--- src/ims_pkg.sv ---
// ----------------------------------------------------------------------------
// ims_pkg: shared types and constants for the interval merge sorter
// Entry type and default capacity.
// ----------------------------------------------------------------------------
package ims_pkg;

  localparam int unsigned MAX_INTERVALS_DEF = 32;

  // one queued interval from the front end to the sorter
  typedef struct packed {
    logic signed [31:0] start_v;
    logic signed [31:0] end_v;
    logic               last_v;
  } ims_entry_t;

endpackage

--- src/ims_front.sv ---
// ----------------------------------------------------------------------------
// ims_front: input stage and queue
// Registers accepted words into a two-entry queue ahead of the sorter.
// ----------------------------------------------------------------------------
module ims_front
  import ims_pkg::*;
(
  input  logic               clk,
  input  logic               rst_n,
  input  logic               in_valid,
  output logic               in_stall,
  input  logic signed [31:0] in_interval_start,
  input  logic signed [31:0] in_interval_end,
  input  logic               in_last_interval,
  output logic               q_valid,
  input  logic               q_pop,
  output ims_entry_t         q_data
);

  ims_entry_t q_r [2];
  logic       rd_r, wr_r;
  logic [1:0] cnt_r;
  logic       push;

  assign in_stall = (cnt_r == 2'd2);
  assign push     = in_valid && !in_stall;
  assign q_valid  = (cnt_r != 2'd0);
  assign q_data   = q_r[rd_r];

  // queue storage
  always_ff @(posedge clk) begin
    if (push) begin
      q_r[wr_r] <= '{start_v: in_interval_start, end_v: in_interval_end,
                     last_v: in_last_interval};
    end
  end

  // queue pointers
  always_ff @(posedge clk) begin
    if (!rst_n) begin
      rd_r <= 1'b0; wr_r <= 1'b0; cnt_r <= 2'd0;
    end else begin
      if (push) wr_r <= ~wr_r;
      if (q_pop) rd_r <= ~rd_r;
      cnt_r <= cnt_r + {1'b0, push} - {1'b0, q_pop};
    end
  end

endmodule

--- config.mk ---
export PLATFORM = sky130hd
export DESIGN_NAME = ims_front
export DESIGN_NICKNAME = d
export VERILOG_FILES = /design/src/ims_pkg.sv /design/src/ims_front.sv
export SDC_FILE = /design/constraint.sdc
export NUM_CORES = 1
export LEC_CHECK = 0
export ABC_CLOCK_PERIOD_IN_PS = 8100
export BUFFER_PORTS_ARGS = -buffer_cell sky130_fd_sc_hd__buf_4
export CORE_ASPECT_RATIO = 1.25
export CORE_MARGIN = 2
export CORE_UTILIZATION = 56
export DETAILED_ROUTE_END_ITERATION = 8
export MAX_ROUTING_LAYER = met4
export PLACE_DENSITY = 0.86
export SETUP_SLACK_MARGIN = 0.2
export SYNTH_ARGS = -nofsm -noshare
export SYNTH_HDL_FRONTEND = slang
export SYNTH_SLANG_ARGS = --single-unit
export TNS_END_PERCENT = 20
--- constraint.sdc ---
create_clock -name clk -period 8.1 [get_ports clk]
set_input_delay 0.405 -clock clk [delete_from_list [all_inputs] [get_ports clk]]
set_output_delay 0.405 -clock clk [all_outputs]
set_load 0.1 [all_outputs]
Word-level counts from Yosys, hierarchy flattened. Memory sizes are Yosys's and may differ from the RTL's. A register that Yosys moved wholly into a read port is not among the register bits. Cells that the tools add are included.

$add $sub $neg: 2. $lt $le $gt $ge: 0. Multipliers: 0. Equal/unequal tests: 1. Reductions and logical operators: 3. Bitwise logic cells: 2. Shift operators: 0. Div/mod/pow operators: 0. Mux-type cells: 4.

Operators with widths (count): two-way mux 1 bit (4); adder 2 x 1 -> 2 bit (1); equality test 2 bit (second input constant) (1); inverter 1 bit (2); nonzero test 2 bit (1); subtractor 2 x 1 -> 2 bit (1); logical AND 1 bit (1); zero test 1 bit (1).

Register bits: 4. Memories kept: 1. Latch bits: 0. Memory bits (writable): 130. Bits of input ports: 69. ROM bits: 0. Output and inout port bits: 67.

Memories: q_r (words 2, bits a word 65, read ports 1, clocked after memory_dff 1, write ports 1, line ims_front.sv:20) `ims_entry_t q_r [2];`.

Longest topological paths before layout. Gate-level depths: netlist of run 1.

Word-level depth: 5. Depth in mapped cells: 8. Mapped depth without buffers: 8.

Least setup slack after synthesis of run 1. OpenSTA, ideal clock, no wires.

Kind: register -> register. From: register cnt_r[0]. To: memory q_r[0][0] (netlist name), enable pin. Clock period less this slack: 3761 ps. Path buffers: 0. Path slack: 4339 ps. Required time: 7612 ps. Stages on the path, launching flop included: 4. Arrival: 3273 ps. Cells stage by stage: dfxtp_1 -> nand2b_1 -> nand2_1 -> nor2_1.

Word-level cells in the longest chain between the ends: 5.

RTL lines: from (decl) (line ims_front.sv:22) `logic [1:0] cnt_r;`; from (signal assigned) (line ims_front.sv:45) `cnt_r <= cnt_r + {1'b0, push} - {1'b0, q_pop};`; equality test 2 bit (line ims_front.sv:25) `assign in_stall = (cnt_r == 2'd2);`; zero test 1 bit (line ims_front.sv:26) `assign push = in_valid && !in_stall;`; logical AND 1 bit (line ims_front.sv:26); two-way mux 1 bit (line ims_front.sv:32) `if (push) begin`; two-way mux 1 bit (implied by the code) (line ims_front.sv:33) `q_r[wr_r] <= '{start_v: in_interval_start, end_v: in_interval_end,`; to (decl) (line ims_front.sv:20).

No other way between the ends.

==> results of run 1 <==
area by class of cell:
class | count | area, sq um
Inverter | 3 | 11.3
Clock buffer | 18 | 429
Multi-Input combinational cell | 82 | 1040
Fill cell | 526 | 2150
Clock inverter | 14 | 206
Sequential cell | 135 | 4010
Tap cell | 123 | 154
Timing Repair Buffer | 137 | 1030
cell families after synthesis:
| group | Yosys count |
|---|---|
| XOR/XNOR | 3 |
| flip-flops | 135 |
| AND/OR/NAND/NOR | 11 |
| adder cells (fa/ha/maj) | 2 |
| buffers and inverters | 10 |
| multiplexers | 66 |
metal layers:
layer / vias to the layer above / global-route usage [%] / wire length (um)
met5: - / - / 0
met4: 0 / 9.65 / 265
met3: 22 / 7.37 / 578
met2: 91 / 30.9 / 4860
met1: 1242 / 20.9 / 3160
li1: 1185 / - / -
registers in the layout, indices dropped and copies added, names as in the netlist, named ones only:
signal / flops
rd_r: 1
cnt_r: 2
q_r: 130
wr_r: 1
report_power, final:
group	total, mW	switching [mW]	internal, mW
clock network	0.813	0.270	0.542
registers	0.930	0.0435	0.887
logic	0.807	0.607	0.200
total	2.55	0.921	1.63
cells in the mapped netlist:
master	instances	area (sq um)
and2_1	1	6.26
and3_1	1	6.26
buf_2	1	5.00
buf_6	6	67.6
dfxtp_1	5	100
edfxtp_1	130	3900
ha_1	2	25.0
inv_1	3	11.3
mux2_2	15	169
mux2_4	50	751
mux2i_1	1	10.0
nand2_1	2	7.51
nand2b_1	2	12.5
nor2_1	4	15.0
or2_2	1	6.26
xnor2_1	2	17.5
xor2_1	1	8.76
cells in the final DEF, fill, tap and decap left out, drive strengths merged, types with 3 or more instances in the layout:
cell type / count
buf: 137
bufinv: 5
clkbuf: 18
clkinv: 5
clkinvlp: 4
dfxtp: 5
edfxtp: 130
inv: 3
mux2: 65
nor2: 4
final timing paths:
path | start | endpoint | cells after the start
worst max-delay path | flop | q_data[2] | 2
worst min-delay path | in_interval_end[8] | q_r[1][9]$_DFFE_PP_ | 1
worst max register to register | cnt_r[0]$_SDFF_PN0_ | q_r[0][37]$_DFFE_PP_ | 4
worst min register to register | rd_r$_SDFFE_PN0P_ | flop | 2
==> metrics.md, run 1 <==
| Metric | Value |
|---|---|
| Status | `finished clean` |
| Final worst path period share | `roughly 32%` |
| Max-cap violations | `0` |
| CTS hold repair buffers | `0` |
| Largest family of logic cells by synthesized area | `multiplexers` |
| Max transition margin | `24.2%` |
| Num ports | `~140` |
| DR vias | `2540` |
| CTS tree | `built` |
| Share of layout cells above drive strength 1 | `between 60% and 70%` |
| Final HPWL DP | `5740 um` |
| CORE AREA | `around 9000 sq um` |
| Port Buffer Count | `135` |
| Top delay family on crit path | `flip-flops` |
| Vias in the first global route | `approximately 2700` |
| Post-synthesis compound-gate area fraction | `0%` |
| Min Hold Slack | `0.177 ns` |
| Placer congestion estimate | `around 0.74` |
| Synth warn | `0` |
| Area delta synth->final | `34.3%` |
| Grt total ovfl | `0` |
| Post-Synth Adder-Cell Area | `less than 1%` |
| Register bit total from synthesis | `~140` |
| Nets | `around 450` |
| CTS sink count | `approximately 140` |
| Measured slew at the worst slew-check pin | `approximately 1.1 ns` |
| H-tree lvl count | `4` |
| Critical Path AT | `approximately 2.2 ns` |
| Post-Syn Instances | `around 230` |
| Avg Cell Area, Syn | `between 20 and 25 sq um` |
| Crit-path cells | `mux2_2, buf_4` |
| Final non-filler cell total | `512` |
| First-pass GRT wire length | `roughly 13000 um` |
| Design Power | `between 2 and 3 mW` |
| CP Capture Type | `output pin` |
| Syn Std Cell Area | `between 5000 and 6000 sq um` |
| Sum of negative setup slack | `0 ns` |
| Antenna Nets Post-Route | `0` |
| Post-Route WL | `about 9000 um` |
| Skew-Pair Late Insertion Delay | `between 0.4 and 0.5 ns` |
| Max incr delay on CP | `~1.1 ns` |
| CP max-delay cell | `dfxtp_4` |
| Initial core utilization | `between 50% and 60%` |
| CTS buffer count | `17` |
| Mapped Nets | `298` |
| Wirelength per Cell | `about 17 um` |
| RSZ-0062 raised after global routing | `false` |
| Sequential-to-total area share from yosys stat | `78.2%` |
| Distinct cell type count after synthesis | `17` |
| Largest net degree at the start of global routing | `66` |
| Via density | `just under 5` |
| Setup slack after layout | `around 5.5 ns` |
| Pwr dens | `371 nW/um^2` |
| Min cycle time layout | `between 2 and 3 ns` |
| Worst Hold Class | `primary input to flop` |
| Setup bufs post-CTS | `0` |
| TritonRoute pass-1 iters | `4` |
| FMAX | `0.383 GHz` |
| Num rows | `39` |
| CTS clk-pin slew, worst paths | `around 0.06 ns` |
| Antenna Cells | `0` |
| Final core utilization | `76.2%` |
| Synth Area in XOR/XNOR | `less than 1%` |
| Clock root buffer | `clkbuf_16` |
| R2r setup slk | `roughly 6.0 ns` |
| Die Height | `111 um` |
| Cell area after layout | `6880 sq um` |
| Worst IR Drop VDD | `0.275 mV` |
| Drc violations | `0` |
| Post-Place Cells | `480` |
| Antenna violations before repair | `0` |
| Die Wd | `89.5 um` |
| Cell Area, Placed | `approximately 6200 sq um` |
| Required time of the worst setup path | `between 7 and 8 ns` |
| Simple-gate portion of the synthesized area | `roughly 1.1%` |
| Multiplexer area fraction after synthesis | `18.1%` |
| Die area | `between 9000 and 10000 sq um` |
| Clk_skew | `around 0.0038 ns` |
| Pre-CTS WS | `between 5 and 6 ns` |
| Worst setup SP type | `flop` |
| Initial DRC Count | `approximately 140` |
| Global-route usage over all layers | `approximately a fifth` |
| Hold Vio Cnt, Final | `0` |
| Cts repair resizes | `0` |
| Bufs and invs on worst path | `1` |
| Leakage | `about 2.7 nW` |
| Slew Limit Fails | `0` |
| Crit Path Category | `flop to output pin` |
| Setup Viol. Count Final | `0` |
| Crit Path Max Fanout | `65` |
| Maximum buffer depth of the clock tree | `2` |
No activity file was read; power rests on OpenSTA's default activity.
==> run 2, diff against run 1 <==
- ABC_CLOCK_PERIOD_IN_PS: 8100 -> 2500
- CORE_UTILIZATION: 56 -> 52
- PLACE_DENSITY: 0.86 -> 0.81
- clock period: 8.1 -> 2.5 ns (I/O delays scaled with it)
==> run 2 against run 1 <==
  * Sequential cell count did not move
  * Utilization up 2.5 points
  * Combinational power grew to 3.4 times the previous value
  * Critical path type unchanged
  * Critical endpoint is now q_data[16]
  * Largest cell class unchanged
==> metrics.md, run 2 (synthesized netlist as in run 1, its figures left out) <==
| Metric | Value |
|---|---|
| Global-route usage over all layers | `19.8% (+0.37 points)` |
| Biggest regs | `q_r x130, cnt_r x2` |
| Final non-filler cell total | `585 (+14%)` |
| Worst r2r path cells | `8 (+4)` |
| Die Wd | `92.8 um (+3.6%)` |
| CTS hold repair buffers | `67 (+67)` |
| Min cycle time layout | `between 2 and 2.5 ns` |
| CP Capture Type | `output pin` |
| Maximum buffer depth of the clock tree | `2 (unchanged)` |
| First-pass GRT wire length | `14700 um (+10%)` |
| CTS clk-pin slew, worst paths | `0.06 ns (about the same)` |
| Pre-CTS WS | `0.802 ns (-5.11 ns)` |
| Top delay family on crit path | `flip-flops` |
| Register Area | `4010 sq um (unchanged)` |
| Max FFs per register | `130 (unchanged)` |
| Slew Limit Fails | `0 (unchanged)` |
| Worst setup SP type | `flop` |
| Cell mode on critical path | `buf_4` |
| R2r endpoint | `cnt_r[1]$_SDFF_PN0_` |
| Reg with most FFs | `q_r` |
| Critical path depth | `3 (+1)` |
| Worst IR Drop VDD | `0.740 mV (+170%)` |
| Post-Route WL | `9860 um (+11%)` |
| Hold Vio Cnt, Final | `0 (unchanged)` |
| Crit Path Category | `flop to output pin` |
| Post-Place Cells | `485 (+1.0%)` |
| Setup crit end | `q_data[16]` |
| Num rows | `40 (+2.6%)` |
| Pwr dens | `1080 nW/um^2 (+190%)` |
| Skew-Pair Late Insertion Delay | `0.41 ns (about the same)` |
| Vias in the first global route | `2954 (+11%)` |
| Commonest non-fill, non-tap cell in the layout | `buf_4` |
| Die area | `10700 sq um (+7.4%)` |
| H-tree lvl count | `4 (unchanged)` |
| Crit-path cells | `buf_4, mux2_4, buf_4` |
| Setup slack after layout | `0.395 ns (-5.10 ns)` |
| Cts repair resizes | `0 (unchanged)` |
| Antenna violations before repair | `1 (+1)` |
| Antenna Nets Post-Route | `0 (unchanged)` |
| Max transition margin | `72.3% (+48 points)` |
| Max incr delay on CP | `0.61 ns (-0.47 ns)` |
| Setup bufs post-CTS | `0 (unchanged)` |
| Final HPWL DP | `5840 um (+1.7%)` |
| DR vias | `2813 (+11%)` |
| TritonRoute pass-1 iters | `4 (unchanged)` |
| Setup Viol. Count Final | `0 (unchanged)` |
| Min Hold Slack | `0.126 ns (-0.0518 ns)` |
| Required time of the worst setup path | `2.38 ns (-5.32 ns)` |
| FMAX | `0.475 GHz` |
| Wirelength per Cell | `16.9 um (-2.6%)` |
| Commonest non-fill, non-tap cells in the layout | `buf_4 (136), edfxtp_1 (130), dlygate4sd3_1 (67)` |
| Max-cap violations | `0 (unchanged)` |
| Measured slew at the worst slew-check pin | `0.415 ns (-0.722 ns)` |
| CORE AREA | `9610 sq um (+6.4%)` |
| Sum of negative setup slack | `0 ns (unchanged)` |
| Worst Hold Class | `primary input to flop` |
| Clock root buffer | `clkbuf_16` |
| Initial core utilization | `53.3% (-3.4 points)` |
| Status | `finished clean` |
| Clk_skew | `0.00643 ns (+0.00258 ns)` |
| CTS sink count | `135 (unchanged)` |
| Bufs and invs on worst path | `2 (+1)` |
| Nets | `516 (+15%)` |
| Placer congestion estimate | `0.754 (+2.2%)` |
| Largest net degree at the start of global routing | `66 (unchanged)` |
| Multi-input logic area | `1040 sq um (unchanged)` |
| Crit Path Max Fanout | `26 (-60%)` |
| Fill cells | `543 (+3.2%)` |
| Grt total ovfl | `0 (unchanged)` |
| RSZ-0062 raised after global routing | `false` |
| Reg2reg start | `cnt_r[0]$_SDFF_PN0_` |
| Drc violations | `0 (unchanged)` |
| Die Height | `115 um (+3.6%)` |
| Initial DRC Count | `206 (+43%)` |
| CTS buffer count | `17 (unchanged)` |
| R2r setup slk | `0.75 ns (-5.21 ns)` |
| Port Buffer Count | `135 (unchanged)` |
| Share of layout cells above drive strength 1 | `51.5% (-8.9 points)` |
| Final worst path period share | `between 80% and 90%` |
| CP max-delay cell | `dfxtp_4` |
| Critical Path AT | `1.98 ns (-0.22 ns)` |
| Leakage | `3.01 nW (+11%)` |
| Num ports | `136 (unchanged)` |
| Via density | `4.81 (-3.1%)` |
| CTS tree | `built` |
| Area delta synth->final | `47.6%` |
run 2: per-stage QoR:
step | cell area, sq um | power, mW | utilization, %
after floorplan | 5130 | 5.18 | -
after global placement | 6300 | 5.67 | 65.6
after detailed placement | 6300 | 5.72 | 65.6
after CTS | 7560 | 8.23 | 78.7
after global routing | 7560 | 8.44 | 78.7
final | 7560 | 8.19 | 78.7
run 2: layout make-up:
type                    instances  share of cell area, %
flip-flops and latches        135                   53.0
repair buffers                206                   23.2
multi-input cells              82                   13.8
clock buffers                  18                   5.68
clock inverters                14                   2.09
well taps                     126                   2.09
inverters                       3                  0.149
diodes                          1                 0.0331
run 2: how the worst min path moves through the flow:
| stage | start | cells past startpoint | endpoint | slack (ns) |
|---|---|---|---|---|
| detailed placement | in_interval_end[7] | 1 | q_r[0][8]$_DFFE_PP_ | 0.31 |
| finish | in_valid | 3 | wr_r$_SDFFE_PN0P_ | 0.13 |
| global placement | in_interval_start[18] | 1 | q_r[0][51]$_DFFE_PP_ | 0.31 |
| floorplan | in_last_interval | 0 | q_r[0][0]$_DFFE_PP_ | 0.22 |
| global route | in_valid | 3 | wr_r$_SDFFE_PN0P_ | 0.12 |
| CTS | in_valid | 3 | wr_r$_SDFFE_PN0P_ | 0.11 |
run 2: metal layers:
layer | part of all wire [%] | vias up | GRT usage [%] | wire length, um
met5 | 0 | - | - | 0
met4 | 2.5 | 0 | 9.71 | 246
met3 | 5.6 | 20 | 6.68 | 548
met2 | 56 | 93 | 34.3 | 5480
met1 | 36 | 1368 | 20.0 | 3590
li1 | - | 1332 | - | -
run 2: tightest hold or removal path: cells and delay by family:
kind                   cells  cell delay [ns]
muxes                      1             0.15
buffers and inverters      1             0.08
and+or+nand+nor            1             0.13
run 2: power by group:
part	switching (mW)	internal [mW]	total, mW
Combinational	2.04	0.738	2.78
Clock	0.878	1.55	2.43
Sequential	0.107	2.87	2.98
Total	3.02	5.16	8.19
